**config.mk**
```make
export PLATFORM = sky130hd
export DESIGN_NAME = rwfs_front
export DESIGN_NICKNAME = d
export VERILOG_FILES = /design/src/design/rwfs_pkg.sv /design/src/design/rwfs_front.sv
export SDC_FILE = /design/constraint.sdc
export NUM_CORES = 1
export LEC_CHECK = 0
export ABC_AREA = 0
export BUFFER_PORTS_ARGS = -buffer_cell sky130_fd_sc_hd__buf_2
export CORE_ASPECT_RATIO = 0.6
export CORE_MARGIN = 3
export CORE_UTILIZATION = 33
export DETAILED_ROUTE_END_ITERATION = 8
export PLACE_DENSITY = 0.88
export RECOVER_POWER = 25
export SYNTH_ARGS = -nofsm -noshare
export SYNTH_HDL_FRONTEND = slang
export SYNTH_SLANG_ARGS = --single-unit
```
**constraint.sdc**
```tcl
create_clock -name vclk -period 3.46
set_input_delay 0.692 -clock vclk [all_inputs]
set_output_delay 0.692 -clock vclk [all_outputs]
set_load 0.01 [all_outputs]
```
**src/design/rwfs_pkg.sv**
```systemverilog
// ----------------------------------------------------------------------------
// rwfs_pkg
// shared constants, widths and request types of the range weighted
// frequency sum block
// ----------------------------------------------------------------------------
package rwfs_pkg;

    // storage sizes
    localparam int ARRAY_DEPTH = 4096;
    localparam int VALUE_RANGE = 65536;

    // fixed field widths of the ports
    localparam int IDX_W  = 12;
    localparam int VAL_W  = 16;
    localparam int RC_W   = 40;

    // derived widths
    localparam int AIDX_W = $clog2(ARRAY_DEPTH);
    localparam int VIDX_W = $clog2(VALUE_RANGE);
    localparam int PTR_W  = $clog2(ARRAY_DEPTH + 1);
    localparam int CNT_W  = PTR_W;
    localparam int FAC_W  = CNT_W + 1;
    localparam int PROD_W = FAC_W + VAL_W;
    localparam int COST_W = RC_W + 1;

    // clearing pass covers both stores
    localparam int CLR_N  = (ARRAY_DEPTH > VALUE_RANGE) ? ARRAY_DEPTH : VALUE_RANGE;
    localparam int CLR_W  = $clog2(CLR_N);

    // kind of a classified request
    typedef enum logic [1:0] {
        KIND_LOAD   = 2'd0,
        KIND_QUERY  = 2'd1,
        KIND_REJECT = 2'd2
    } kind_t;

    // one queued request
    typedef struct packed {
        kind_t              kind;
        logic [IDX_W-1:0]   idx;
        logic [VAL_W-1:0]   value;
        logic [IDX_W-1:0]   left;
        logic [IDX_W-1:0]   right;
    } item_t;

    // status from the back end to the front end
    typedef struct packed {
        logic clearing;
    } back_status_t;

endpackage

```
**src/design/rwfs_front.sv**
```systemverilog
// ----------------------------------------------------------------------------
// rwfs_front
// accepts requests, classifies them and pushes them into the queue
// ----------------------------------------------------------------------------
module rwfs_front (
    input  logic                      in_valid,
    output logic                      in_ready,
    input  logic                      mode,
    input  logic [rwfs_pkg::IDX_W-1:0] elem_index,
    input  logic [rwfs_pkg::VAL_W-1:0] elem_value,
    input  logic [rwfs_pkg::IDX_W-1:0] query_left,
    input  logic [rwfs_pkg::IDX_W-1:0] query_right,
    input  rwfs_pkg::back_status_t    status,
    input  logic                      q_full,
    output logic                      q_push,
    output rwfs_pkg::item_t           q_item
);
    import rwfs_pkg::*;

    logic load_ok;
    logic query_bad;

    // loads outside the store or value range are dropped here
    assign load_ok   = (32'(elem_index) < ARRAY_DEPTH) && (32'(elem_value) < VALUE_RANGE);
    assign query_bad = (query_left > query_right) || (32'(query_right) >= ARRAY_DEPTH);

    assign in_ready = !q_full && !status.clearing;

    always_comb
    begin
        q_item.idx   = elem_index;
        q_item.value = elem_value;
        q_item.left  = query_left;
        q_item.right = query_right;
        if (mode)
        begin
            q_item.kind = query_bad ? KIND_REJECT : KIND_QUERY;
        end
        else
        begin
            q_item.kind = KIND_LOAD;
        end
    end

    assign q_push = in_valid && in_ready && (mode || load_ok);

endmodule

```
# == After elaboration in Yosys (flattened, before gate mapping) ==
# Cells that the tools add are included.
# op_classes
n_addsub,0
n_mul,0
div_mod_pow,0
n_lt_le_gt_ge,1
eq_ne,0
n_shift,0
n_mux,2
bitwise,0
n_reduce_logical,4
# ops
operator,n
$gt 12x12->1,1
$mux 2,2
$logic_and 1x1->1,2
$logic_not 1->1,2
# word_totals
register_bits,0
latch_bits,0
mem_bits_rw,0
mem_bits_ro,0
inputBits,56
output_inout_bits,56
wordCells,7
n_memories,0

# == Depth between registers and ports, before layout ==
# depth
word_depth,3
ltp_mapped,6

# == Worst setup path after synthesis ==
# OpenSTA, ideal clock, no wires.
# synth_path
kind,input -> output
start,input query_right[5] (netlist name)
end,output q_item[52] (netlist name)
arrival_ns,1.728
required_time_ns,2.768
slack_ns,1.040
path_stages,6
path_buffers,0
cell_sequence,inv_1 > ha_1 > nand4_1 > or3_1 > o21ai_2 > a22o_1
# synth_lines
element,line,source
"start, declared",rwfs_front.sv:12,"input logic [rwfs_pkg::IDX_W-1:0] query_right,"
"end, declared",rwfs_front.sv:16,output rwfs_pkg::item_t q_item

==> impl_results.md <==
- Reg area: 0 um2
- Adder-Cell Fraction of Synth Area: 20.4%
- Count leader, synth: buf_4
- Yosys warnings: 0
- Final Hold Fails: 0
- Vias in the first global route: 489
- Pwr Density: 126 nW/um2
- Simple-Gate Fraction of Synth Area: 7.64%
- Mux cell area share after synthesis: 0%
- Final setup TNS: 0 ns
- Synth Instances: 99
- # IOs: 112
- Drt wl/cell: 10.5 um
- Core outline area: 1980 um2
- Area of the multi-input gates: 294 um2
- Hold Path Class: in2out
- Initial Util: 37.2%
- Compound-gate portion of the synthesized area: 11.9%
- CP Max Fanout: 2
- Post-CTS sizing: 0
- Post-synthesis instance area: 737 um2
- CP Launch Type: input pin
- Placed instance count: 131
- Setup bufs post-CTS: 0
- Via count: 558
- Lkg Pwr: 0.433 nW
- Pre-Repair DR Iteration Count: 1
- DR DRC count: 0
- Total Wirelength: 1.37 mm
- Final Setup Violations: 0
- Slew HR: 84.5%
- Period Utilization, post-route: 76.8%
- Row count: 12
- Die width: 67.0 um
- Global route overflow: 0
- Via density: 4.26
- Clock buffer count: 0
- First-pass GRT wire length: 2.00 mm
- Area delta synth->final: -10.2%
- Top cells by count, synth: 52 x buf_4, 14 x inv_1, 12 x ha_1, 3 x nand4_1
- Die ar.: 2850 um2
- Max-cap violation count: 0
- Fmax achieved: 0.376 GHz
- Post-DP HPWL: 1.30 mm
- Routed Antenna Nets: 0
- Slew Viols, Final: 0
- Die Y-Extent: 42.6 um
- Inserted Diodes: 0
- Fillers: 230
- Post-synth top area share: 53.0%
- GR Util All Layers: 8.57%
- Placer Congestion: 0.690
- Synth Area in XOR/XNOR: 0%
- Share of cells above drive strength 1: 58.3%
- Largest family of logic cells by synthesized area: buffers and inverters
- Violation count after the first detailed-routing iteration: 0
- Yosys cell types: 20
- Syn nets: 167
- Post-Layout Cell Count: 131
- Tightest Pin Transition: 0.230 ns
- CP Class: in2out
- CP max-delay cell: or3_1
- Area leader, netlist: buf_4
- Critical path endpoint category: output pin
- Most area-consuming cells after synthesis: buf_4 53%, ha_1 20%, inv_1 7.1%, nand4_1 2.5%, a211oi_1 2.0%
- Arrival time worst endpoint: 1.97 ns
- Worst EP required: 2.77 ns
- Sequential area share after synthesis: 0%
- Seq cells: 0
- Number of antenna violations at the first check in global routing: 0
- Post-layout nets: 173
- Worst stage delay on the critical path: 0.40 ns
- Final min period: 2.66 ns
- Most used cell, CP: buf_2
- Worst setup margin: 0.802 ns
- Place WS: 0.784 ns
- Input/output buffers: 56
- Post-CTS Hold Fix Bufs: 0
- Status: finished clean
- Worst vdd ir: 0.0364 mV
- Worst-path cell chain: buf_2 -> inv_1 -> ha_1 -> nand4_1 -> or3_1 -> o21ai_2 -> a22o_1 -> buf_2
- Largest net degree at the start of global routing: 4
- RSZ-0062 raised after global routing: false
- Synthesized area per cell: 7.44 um2
## kinds of logic (layout without fill, tap and decap cells)
group | count (synthesis) | after routing
compound gates | 11 | 11
fa+ha+maj | 12 | 12
buf+inv | 66 | 70
simple gates | 10 | 10
## power by group
part	internal, mW	switching, mW	total (mW)
clock network	0	0	0
registers	0	0	0
logic	0.0413	0.0423	0.0836
## layout make-up
| type | count | area share, % |
|---|---|---|
| multi-input cells | 33 | 44.4 |
| inverters | 14 | 7.94 |
| repair buffers | 56 | 42.3 |
| well taps | 28 | 5.29 |
## layer usage
metal | routed length, um | vias to the layer above | global-route usage, %
li1 | - | 280 | -
met3 | 255 | 4 | 5.63
met2 | 581 | 48 | 13.3
met1 | 524 | 226 | 9.84
met5 | 0 | - | 0
met4 | 9 | 0 | 1.61
## cells in the final DEF, fill, tap and decap left out, drive strengths merged
cell type and instances:
o211ai 1, inv 14, a21o 1, and2 1
nor3 1, or3 1, nand4 3, nor4 1
buf 56, a22o 1, a211oi 3, o21ai 3
o21bai 1, a21oi 1, nor2b 1, nor2 2
ha 12
## stage by stage
stage / hold WS, ns / total power, mW / instance area, um2 / util, %
6_report: 1.38 / 0.0836 / 662 / 33.4
5_1_grt: 1.38 / 0.0950 / 662 / 33.4
4_1_cts: 1.38 / 0.0855 / 662 / 33.4
3_5_place_dp: 1.38 / 0.0849 / 662 / 33.4
3_3_place_gp: 1.38 / 0.0842 / 662 / 33.4
2_1_floorplan: 1.43 / 0.0960 / 737 / -
## final timing paths
kind / cells after the start / endpoint / slack [ns] / startpoint
worst min-delay path: 0 / q_item[27] / 1.38 / elem_value[3]
worst max-delay path: 8 / q_item[52] / 0.80 / query_right[5]
## critical path, delay by kind of cell
kind	cells	cell delay, ns
buffers and inverters	3	0.23
AND/OR/NAND/NOR	2	0.54
adder cells (fa/ha/maj)	1	0.28
AO/OA/AOI/OAI	2	0.21
No activity file was read; power rests on OpenSTA's default activity.
