File: config.mk
export PLATFORM = sky130hd
export DESIGN_NAME = rwfs_queue
export DESIGN_NICKNAME = d
export VERILOG_FILES = /design/src/design/rwfs_pkg.sv /design/src/design/rwfs_queue.sv
export SDC_FILE = /design/constraint.sdc
export NUM_CORES = 1
export LEC_CHECK = 0
export BUFFER_PORTS_ARGS = -buffer_cell sky130_fd_sc_hd__clkbuf_2
export CORE_MARGIN = 1.5
export CORE_UTILIZATION = 30
export DETAILED_ROUTE_END_ITERATION = 10
export PLACE_DENSITY_LB_ADDON = 0.08
export SLEW_MARGIN = 30
export SYNTH_ARGS = -nofsm -noshare
export SYNTH_HDL_FRONTEND = slang
export SYNTH_SLANG_ARGS = --single-unit
File: constraint.sdc
create_clock -name clk -period 10.25 [get_ports clk]
set_clock_uncertainty 0.05 [all_clocks]
set_input_delay 1.5375 -clock clk [delete_from_list [all_inputs] [get_ports clk]]
set_output_delay 1.5375 -clock clk [all_outputs]
set_load 0.01 [all_outputs]
File: src/design/rwfs_pkg.sv
// ----------------------------------------------------------------------------
// rwfs_pkg
// shared constants, widths and request types of the range weighted
// frequency sum block
// ----------------------------------------------------------------------------
package rwfs_pkg;

    // storage sizes
    localparam int ARRAY_DEPTH = 4096;
    localparam int VALUE_RANGE = 65536;

    // fixed field widths of the ports
    localparam int IDX_W  = 12;
    localparam int VAL_W  = 16;
    localparam int RC_W   = 40;

    // derived widths
    localparam int AIDX_W = $clog2(ARRAY_DEPTH);
    localparam int VIDX_W = $clog2(VALUE_RANGE);
    localparam int PTR_W  = $clog2(ARRAY_DEPTH + 1);
    localparam int CNT_W  = PTR_W;
    localparam int FAC_W  = CNT_W + 1;
    localparam int PROD_W = FAC_W + VAL_W;
    localparam int COST_W = RC_W + 1;

    // clearing pass covers both stores
    localparam int CLR_N  = (ARRAY_DEPTH > VALUE_RANGE) ? ARRAY_DEPTH : VALUE_RANGE;
    localparam int CLR_W  = $clog2(CLR_N);

    // kind of a classified request
    typedef enum logic [1:0] {
        KIND_LOAD   = 2'd0,
        KIND_QUERY  = 2'd1,
        KIND_REJECT = 2'd2
    } kind_t;

    // one queued request
    typedef struct packed {
        kind_t              kind;
        logic [IDX_W-1:0]   idx;
        logic [VAL_W-1:0]   value;
        logic [IDX_W-1:0]   left;
        logic [IDX_W-1:0]   right;
    } item_t;

    // status from the back end to the front end
    typedef struct packed {
        logic clearing;
    } back_status_t;

endpackage

File: src/design/rwfs_queue.sv
// ----------------------------------------------------------------------------
// rwfs_queue
// two-entry queue between the front and back ends
// ----------------------------------------------------------------------------
module rwfs_queue (
    input  logic            clk,
    input  logic            rst_n,
    input  logic            push,
    input  rwfs_pkg::item_t push_item,
    output logic            full,
    input  logic            pop,
    output logic            q_valid,
    output rwfs_pkg::item_t q_item
);
    import rwfs_pkg::*;

    item_t       slot_reg [2];
    logic        wr_ptr_reg;
    logic        wr_ptr_next;
    logic        rd_ptr_reg;
    logic        rd_ptr_next;
    logic [1:0]  count_reg;
    logic [1:0]  count_next;

    assign full    = (count_reg == 2'd2);
    assign q_valid = (count_reg != 2'd0);
    assign q_item  = slot_reg[rd_ptr_reg];

    always_comb
    begin
        wr_ptr_next = push ? !wr_ptr_reg : wr_ptr_reg;
        rd_ptr_next = pop  ? !rd_ptr_reg : rd_ptr_reg;
        count_next  = count_reg + 2'(push) - 2'(pop);
    end

    always_ff @(posedge clk or negedge rst_n)
    begin
        if (!rst_n)
        begin
            wr_ptr_reg <= 1'b0;
            rd_ptr_reg <= 1'b0;
            count_reg  <= 2'd0;
        end
        else
        begin
            wr_ptr_reg <= wr_ptr_next;
            rd_ptr_reg <= rd_ptr_next;
            count_reg  <= count_next;
        end
    end

    always_ff @(posedge clk)
    begin
        if (push)
        begin
            slot_reg[wr_ptr_reg] <= push_item;
        end
    end

endmodule

# Word level (Yosys, flattened, before mapping)
# Memory sizes are Yosys's and may differ from the RTL's.
# Cells that the tools add are included.
# word_totals
reg_bits	4
ram_bits	108
output_inout_bits	56
word_cells	12
n_memories	1
# classes
n_addsub	2
n_eq_ne	1
mux	2
reduce_logical	3
# memory_table
memory	depth	width	read_ports	rd_ports_with_merged_regs	write_ports	line_no	source
slot_reg	2	54	1	0	1	rwfs_queue.sv:17	item_t slot_reg [2];
# op_table
cell	count
2-bit by 1-bit adder with 2-bit output	1
2-bit == test (second input constant)	1
1-bit logical NOT	2
1-bit two-way mux	2
2-bit nonzero test	1
2-bit by 1-bit subtractor with 2-bit output	1

# Longest topological paths before layout
# Gate-level depths: netlist of the first run.
# depth
ltp_word	2
depth_mapped	5
mapped_depth_nobuf	5

# Least setup slack after synthesis of the first run
# Ideal clock, no wire load.
# synth_timing
path_type	input to register
from	input port push
to	memory slot_reg[0][0] in the netlist's numbering, enable pin
arrival_ns	3.925
slack_ns	5.803
path_stages	1
path_buffers	0
path_cell_list	nor2b_1
# synth_between
elab_chain_len	2
# synth_rtl
element	line_no	source
from (decl)	rwfs_queue.sv:8	input logic push,
1-bit two-way mux	rwfs_queue.sv:54	if (push)
1-bit two-way mux (not written as such)	rwfs_queue.sv:56	slot_reg[wr_ptr_reg] <= push_item;
to (decl)	rwfs_queue.sv:17	
# Every way passes these cells.

==> flow_summary.yaml, run 1 <==
status:
  status: "finished, final reports clean"
drt:
  detail_route.first_pass.iterations: 4
  initial_drc_count: 72
  route.vias.total: 2039
  detail_route.wirelength_mm: 7.70
  postRouteAntennaNets: 0
  vias_per_cell: 4.18
  wl_per_cell_um: 15.8
  remaining_routing_drc_violations: 0
cts:
  cts_root_buffer: "clkbuf_16"
  post_cts_hold_buffer_count: 0
  numClockSinks: 112
  cts_setup_buffers: 0
  cts.htree.levels: 3
  post_cts_resized: 0
  cts_tree: "done"
  clock_tree_buf_depth: 2
  worst_skew_pair.late_latency_ns: 0.34
  path_clk_slew_ns: 0.07
  cts_buffers: 9
pwr:
  total_leakage_power_uw: 0.00217
  pwr_density_cell_mw_per_mm2: 269
  ir_drop_uv: 155
job:
  maxCapViolCount: 0
floorplanning:
  die_h_um: 123
  core_area_mm2: 0.0140
  std_cell_rows: 43
  pin_count: 114
  floorplan.die_area_mm2: 0.0152
  floorplan.die.width_um: 123
  initial_standard_cell_utilization_of_the_core: 0.311
setup_path:
  worstSetupStartpointType: "flip-flop"
  r2r-start: "wr_ptr_reg"
  path_class: "reg -> out"
  timing.critical_path.to: "q_item[1]"
  critPathLaunch: "rd_ptr_reg"
  crit_path_end_kind: "output port"
  crit_path_max_fanout: 29
  critPathRequiredTime_ns: 8.66
  reg2reg_slack_ns: 8.26
  reg2reg_to: "slot_reg[0][37]"
  r2r.worst_path.cells: 2
  critical_path_arrival_ns: 1.96
place:
  final_weighted_congestion_in_routability_driven_placement: 0.667
  count_of_input_and_output_buffers: 113
  place_worst_setup_slack_ns: 6.90
  dp.final_hpwl_mm: 4.87
  post-place-cells: 473
synth:
  yosys_register_bits: 112
  postSynth.asyncResetShare: 0.0357
  netlist.top_cell.by_area: "edfxtp_1"
  yosysSeqAreaShare: 0.769
  synthDistinctLibCells: 13
  net_count_after_synthesis: 243
  post_synth_main_area_contributors: "edfxtp_1 (75%), mux2_4 (17%), buf_12 (2.3%)"
  yosys_warnings: 0
  synthMostInstantiatedCell: "edfxtp_1"
  synth.top_cell.area_share: 0.746
  synthesis.area_mm2: 0.00435
  ys_dominant_reg_cell: "edfxtp_1"
  synth.top_cells.by_count: "edfxtp_1 (108), mux2_4 (49), buf_12 (5), mux2_2 (5), dfrtp_1 (4)"
  synth_area_per_cell_um2: 23.7
  netlist_instances: 183
  synth_edf_count: 108
timing:
  timing.final.crit_share: 0.347
  highest_attainable_clock_frequency_mhz: 282
  timing_worst_slew_pin_value_ns: 0.781
  postLayoutSetupSlackWorst_ns: 6.70
  slew_headroom: 0.478
  report.final.slew_viol_count: 0
  hold-worst-slack_ns: 0.485
  setup-violations-final: 0
  final.min_clock_period_ns: 3.55
  rsz_0062_raised_after_global_routing: "false"
  final.setup.tns_ns: 0
  report.final.hold_viol_count: 0
global_route:
  first_global_vias: 2092
  grt_max_degree: 31
  globalRoute.totalOverflow: 0
  antenna_violations_before_repair: 0
  grt_first_pass_wirelength_mm: 11.3
  global_route.usage.total: 0.105
layout:
  antennaDiodeCount: 0
  drive_above_1_share: 0.607
  non_filler_instances: 488
  fillCellCount: 1346
  flip_flop_count_of_the_largest_register_all_copies_and_words_added: 108
  nNetsFinal: 364
  areaGrowthSynthToFinish_pct: 23.1
worst_hold_path:
  min-delay-path-class: "reg -> reg"
worst max-delay path, stage by stage, from the launching register on:
cell	delay, ns
dfrtp_4	0.79
buf_12	0.32
mux2_2	0.37
clkbuf_2	0.13
cells in the final DEF, fill, tap and decap left out:
| cell type | instances |
|---|---|
| nor2b_1 | 1 |
| mux2_4 | 49 |
| clkbuf_16 | 9 |
| xor3_1 | 1 |
| clkbuf_2 | 113 |
| inv_1 | 2 |
| dfrtp_4 | 1 |
| buf_4 | 2 |
| ha_1 | 2 |
| dfrtp_1 | 3 |
| xor2_1 | 2 |
| mux2_2 | 5 |
| clkbuf_1 | 1 |
| buf_12 | 1 |
| or2_2 | 1 |
| bufinv_16 | 1 |
| edfxtp_1 | 108 |
| clkinv_2 | 3 |
| and2_2 | 1 |
| nor2b_4 | 1 |
| clkinv_1 | 1 |
cell type report:
class                           instances  area [µm²]  area share
Clock buffer                           10         229      0.0428
Clock inverter                          5        48.8     0.00912
Inverter                                2        7.51     0.00140
Multi-Input combinational cell         63         892       0.167
Sequential cell                       112        3350       0.626
Tap cell                              180         225      0.0421
Timing Repair Buffer                  116         601       0.112
routing by layer:
metal	routed length [µm]	GRT usage
met1	3370	0.131
met2	3680	0.160
met3	500	0.0327
met4	150	0.0639
met5	0	0
per-stage QoR:
stage	total power, µW	utilization	cell area (µm²)
2_1_floorplan	1000	-	4350
3_3_place_gp	1130	0.361	5050
3_5_place_dp	1130	0.363	5070
4_1_cts	1470	0.382	5350
5_1_grt	1520	0.382	5350
6_report	1440	0.382	5350
power breakdown:
part	switching, µW	internal (µW)
logic	204	239
clock network	149	186
registers	54.0	609
total	407	1030
cells by family (layout without fill, tap and decap cells):
logic type	count (synthesis)	after routing	share of synthesized area
XOR/XNOR	3	3	0.00950
adder cells (fa/ha/maj)	2	2	0.00576
buffers and inverters	8	133	0.0274
flip-flops	112	112	0.769
multiplexers	54	54	0.182
AND/OR/NAND/NOR	4	4	0.00576
how the worst min path moves through the flow:
| stage | end | cells past startpoint | startpoint |
|---|---|---|---|
| 2_1_floorplan | wr_ptr_reg | 1 | wr_ptr_reg |
| 3_3_place_gp | wr_ptr_reg | 1 | wr_ptr_reg |
| 3_5_place_dp | wr_ptr_reg | 1 | wr_ptr_reg |
| 4_1_cts | wr_ptr_reg | 1 | wr_ptr_reg |
| 5_1_grt | wr_ptr_reg | 1 | wr_ptr_reg |
| 6_report | wr_ptr_reg | 1 | wr_ptr_reg |
Power figures use the tool's default switching activity.
==> inputs of run 2 (changes only) <==
--- a/config.mk
+++ b/config.mk
@@ -5,6 +5,7 @@
 export SDC_FILE = /design/constraint.sdc
 export NUM_CORES = 1
 export LEC_CHECK = 0
+export ABC_AREA = 1
 export BUFFER_PORTS_ARGS = -buffer_cell sky130_fd_sc_hd__clkbuf_2
 export CORE_MARGIN = 1.5
 export CORE_UTILIZATION = 30
==> constraint.sdc (replaced) <==
create_clock -name clk -period 3.1 [get_ports clk]
set_clock_uncertainty 0.05 [all_clocks]
set_input_delay 0.465 -clock clk [delete_from_list [all_inputs] [get_ports clk]]
set_output_delay 0.465 -clock clk [all_outputs]
set_load 0.01 [all_outputs]
==> run 2 against run 1 <==
  * Sequential power rose to 3.2 times the previous value
  * Cell area decreased by 1.1%
  * Register-to-register slack got worse by 6.8 ns
  * Critical path depth is 1 higher
  * Routed wire length grew 1.9%
==> flow_summary.yaml, run 2 <==
timing:
  final.setup.tns_ns: 0
  timing_worst_slew_pin_value_ns: 0.668
  report.final.hold_viol_count: 0
  rsz_0062_raised_after_global_routing: "false"
  slew_headroom: 0.554
  final.min_clock_period_ns: 2.33
  postLayoutSetupSlackWorst_ns: 0.766
  hold-worst-slack_ns: 0.255
  setup-violations-final: 0
  highest_attainable_clock_frequency_mhz: 429
  timing.final.crit_share: 0.753
  report.final.slew_viol_count: 0
place:
  count_of_input_and_output_buffers: 113
  place_worst_setup_slack_ns: 1.14
  dp.final_hpwl_mm: 5.09
  final_weighted_congestion_in_routability_driven_placement: 0.639
floorplanning:
  initial_standard_cell_utilization_of_the_core: 0.306
  std_cell_rows: 43
  core_area_mm2: 0.0138
  floorplan.die_area_mm2: 0.0148
  floorplan.die.width_um: 122
  die_h_um: 122
  pin_count: 114
drt:
  remaining_routing_drc_violations: 0
  route.vias.total: 2534
  vias_per_cell: 4.15
  initial_drc_count: 177
  detail_route.wirelength_mm: 7.85
  wl_per_cell_um: 12.8
  detail_route.first_pass.iterations: 4
  postRouteAntennaNets: 0
layout:
  nNetsFinal: 485
  postLayoutCoreUtil: 0.383
  layout.cells.most_common: "clkbuf_2"
  drive_above_1_share: 0.323
  areaGrowthSynthToFinish_pct: 25.1
  flip_flop_count_of_the_largest_register_all_copies_and_words_added: 108
  final_cell_mix: "clkbuf_2 (113), edfxtp_1 (108), nand2_1 (61)"
synth:
  synth.top_cells.by_count: "edfxtp_1 (108), inv_1 (61), nand2_1 (61)"
  synth_edf_count: 108
  synthesis.area_mm2: 0.00423
  ys_dominant_reg_cell: "edfxtp_1"
  netlist_instances: 307
  post_synth_main_area_contributors: "edfxtp_1 (77%), inv_1 (5.4%), nand2_1 (5.4%)"
  synth.top_cell.area_share: 0.767
  yosysSeqAreaShare: 0.790
  net_count_after_synthesis: 367
  yosys_warnings: 0
  yosys_register_bits: 112
  synthDistinctLibCells: 14
  synth_area_per_cell_um2: 13.8
  synthMostInstantiatedCell: "edfxtp_1"
  netlist.top_cell.by_area: "edfxtp_1"
  postSynth.asyncResetShare: 0.0357
setup_path:
  path_class: "reg -> out"
  r2r-start: "wr_ptr_reg"
  critical_path.max_stage_delay_ns: 0.57
  cp_slowest_cell: "dfrtp_4"
  critPathRequiredTime_ns: 2.58
  crit_path_end_kind: "output port"
  worst_path_most_repeated_cell: "buf_12"
  crit_path_max_fanout: 56
  critical_path_arrival_ns: 1.82
  reg2reg_to: "slot_reg[1][31]"
  r2r.worst_path.cells: 3
  crit_chain: "buf_12 -> buf_12 -> o21ai_0 -> clkbuf_2"
  reg2reg_slack_ns: 1.42
  worstSetupStartpointType: "flip-flop"
cts:
  clock_tree_buf_depth: 2
  post_cts_hold_buffer_count: 1
  cts_root_buffer: "clkbuf_16"
  cts.htree.levels: 3
  cts_buffers: 9
  numClockSinks: 112
  cts_tree: "done"
  path_clk_slew_ns: 0.07
  cts_setup_buffers: 0
  post_cts_resized: 0
  worst_skew_pair.late_latency_ns: 0.34
worst_hold_path:
  min-delay-path-class: "in -> reg"
  holdCritStartpoint: "push_item[15]"
  min_delay_path_depth: 1
  hold_path_end: "slot_reg[1][15]"
global_route:
  globalRoute.totalOverflow: 0
  grt_max_degree: 57
  grt_first_pass_wirelength_mm: 12.7
  global_route.usage.total: 0.116
  antenna_violations_before_repair: 1
  first_global_vias: 2488
pwr:
  p_total_uw: 4560
  total_leakage_power_uw: 0.00227
  ir_drop_uv: 451
  pwr_density_cell_mw_per_mm2: 861
job:
  maxCapViolCount: 0
status:
  status: "finished, final reports clean"
==> run 2: changes by cell type after synthesis, sizes merged <==
cell,delta
and2,-1
buf,+6
inv,+59
mux2,-54
nand2,+61
nand3,+1
nor2,+2
nor2b,-2
o21ai,+54
or2,-1
xor3,-1
==> run 2: kinds of logic (layout without fill, tap and decap cells) <==
| family | after synthesis | count (layout) | synth area share |
|---|---|---|---|
| and+or+nand+nor | 64 | 64 | 0.0571 |
| AOI/OAI and AO/OA | 54 | 54 | 0.0692 |
| other | 0 | 1 | 0 |
| adders and majority gates | 2 | 2 | 0.00591 |
| DFF | 112 | 112 | 0.790 |
| xor gates and xnor gates | 2 | 2 | 0.00414 |
| buffers and inverters | 73 | 196 | 0.0734 |
==> run 2: how the worst max path moves through the flow <==
stage,from,end,slack [ns],cells past startpoint
floorplan,push,slot_reg[0][0],0.74,2
global placement,rd_ptr_reg,q_item[1],0.93,2
detailed placement,rd_ptr_reg,q_item[1],1.14,5
CTS,rd_ptr_reg,q_item[1],0.76,5
global route,rd_ptr_reg,q_item[1],0.66,5
finish,rd_ptr_reg,q_item[8],0.77,4
==> run 2: routing by layer <==
metal | track usage | up-vias | wire (µm)
met4 | 0.0662 | 0 | 153
li1 | - | 1265 | -
met1 | 0.138 | 1190 | 3400
met3 | 0.0454 | 11 | 566
met2 | 0.181 | 68 | 3730
met5 | 0 | - | 0
==> run 2: worst max-delay path, delay by kind of cell (launching register included) <==
family                 cells  cell delay (ns)
buffers and inverters      3             0.61
flip-flops                 1             0.57
AO/OA/AOI/OAI              1             0.27
==> run 2: metrics by stage <==
step	cells	area (µm²)
floorplan	307	4230
global placement	591	4990
detailed placement	593	5030
CTS	610	5290
global route	610	5290
finish	611	5290
==> run 2: layout make-up <==
type | count | area, µm²
Antenna cell | 1 | 2.50
Timing Repair Buffer | 119 | 651
Fill cell | 1399 | 8530
Multi-Input combinational cell | 122 | 584
Clock buffer | 10 | 229
Clock inverter | 6 | 26.3
Tap cell | 180 | 225
Sequential cell | 112 | 3350
Inverter | 61 | 229
==> run 2: where the power goes <==
part	internal, µW	switching, µW	leakage [µW]
Combinational	511	904	0.00108
Sequential	2010	102	0.00106
Clock	533	493	0.000129
Total	3060	1500	0.00227
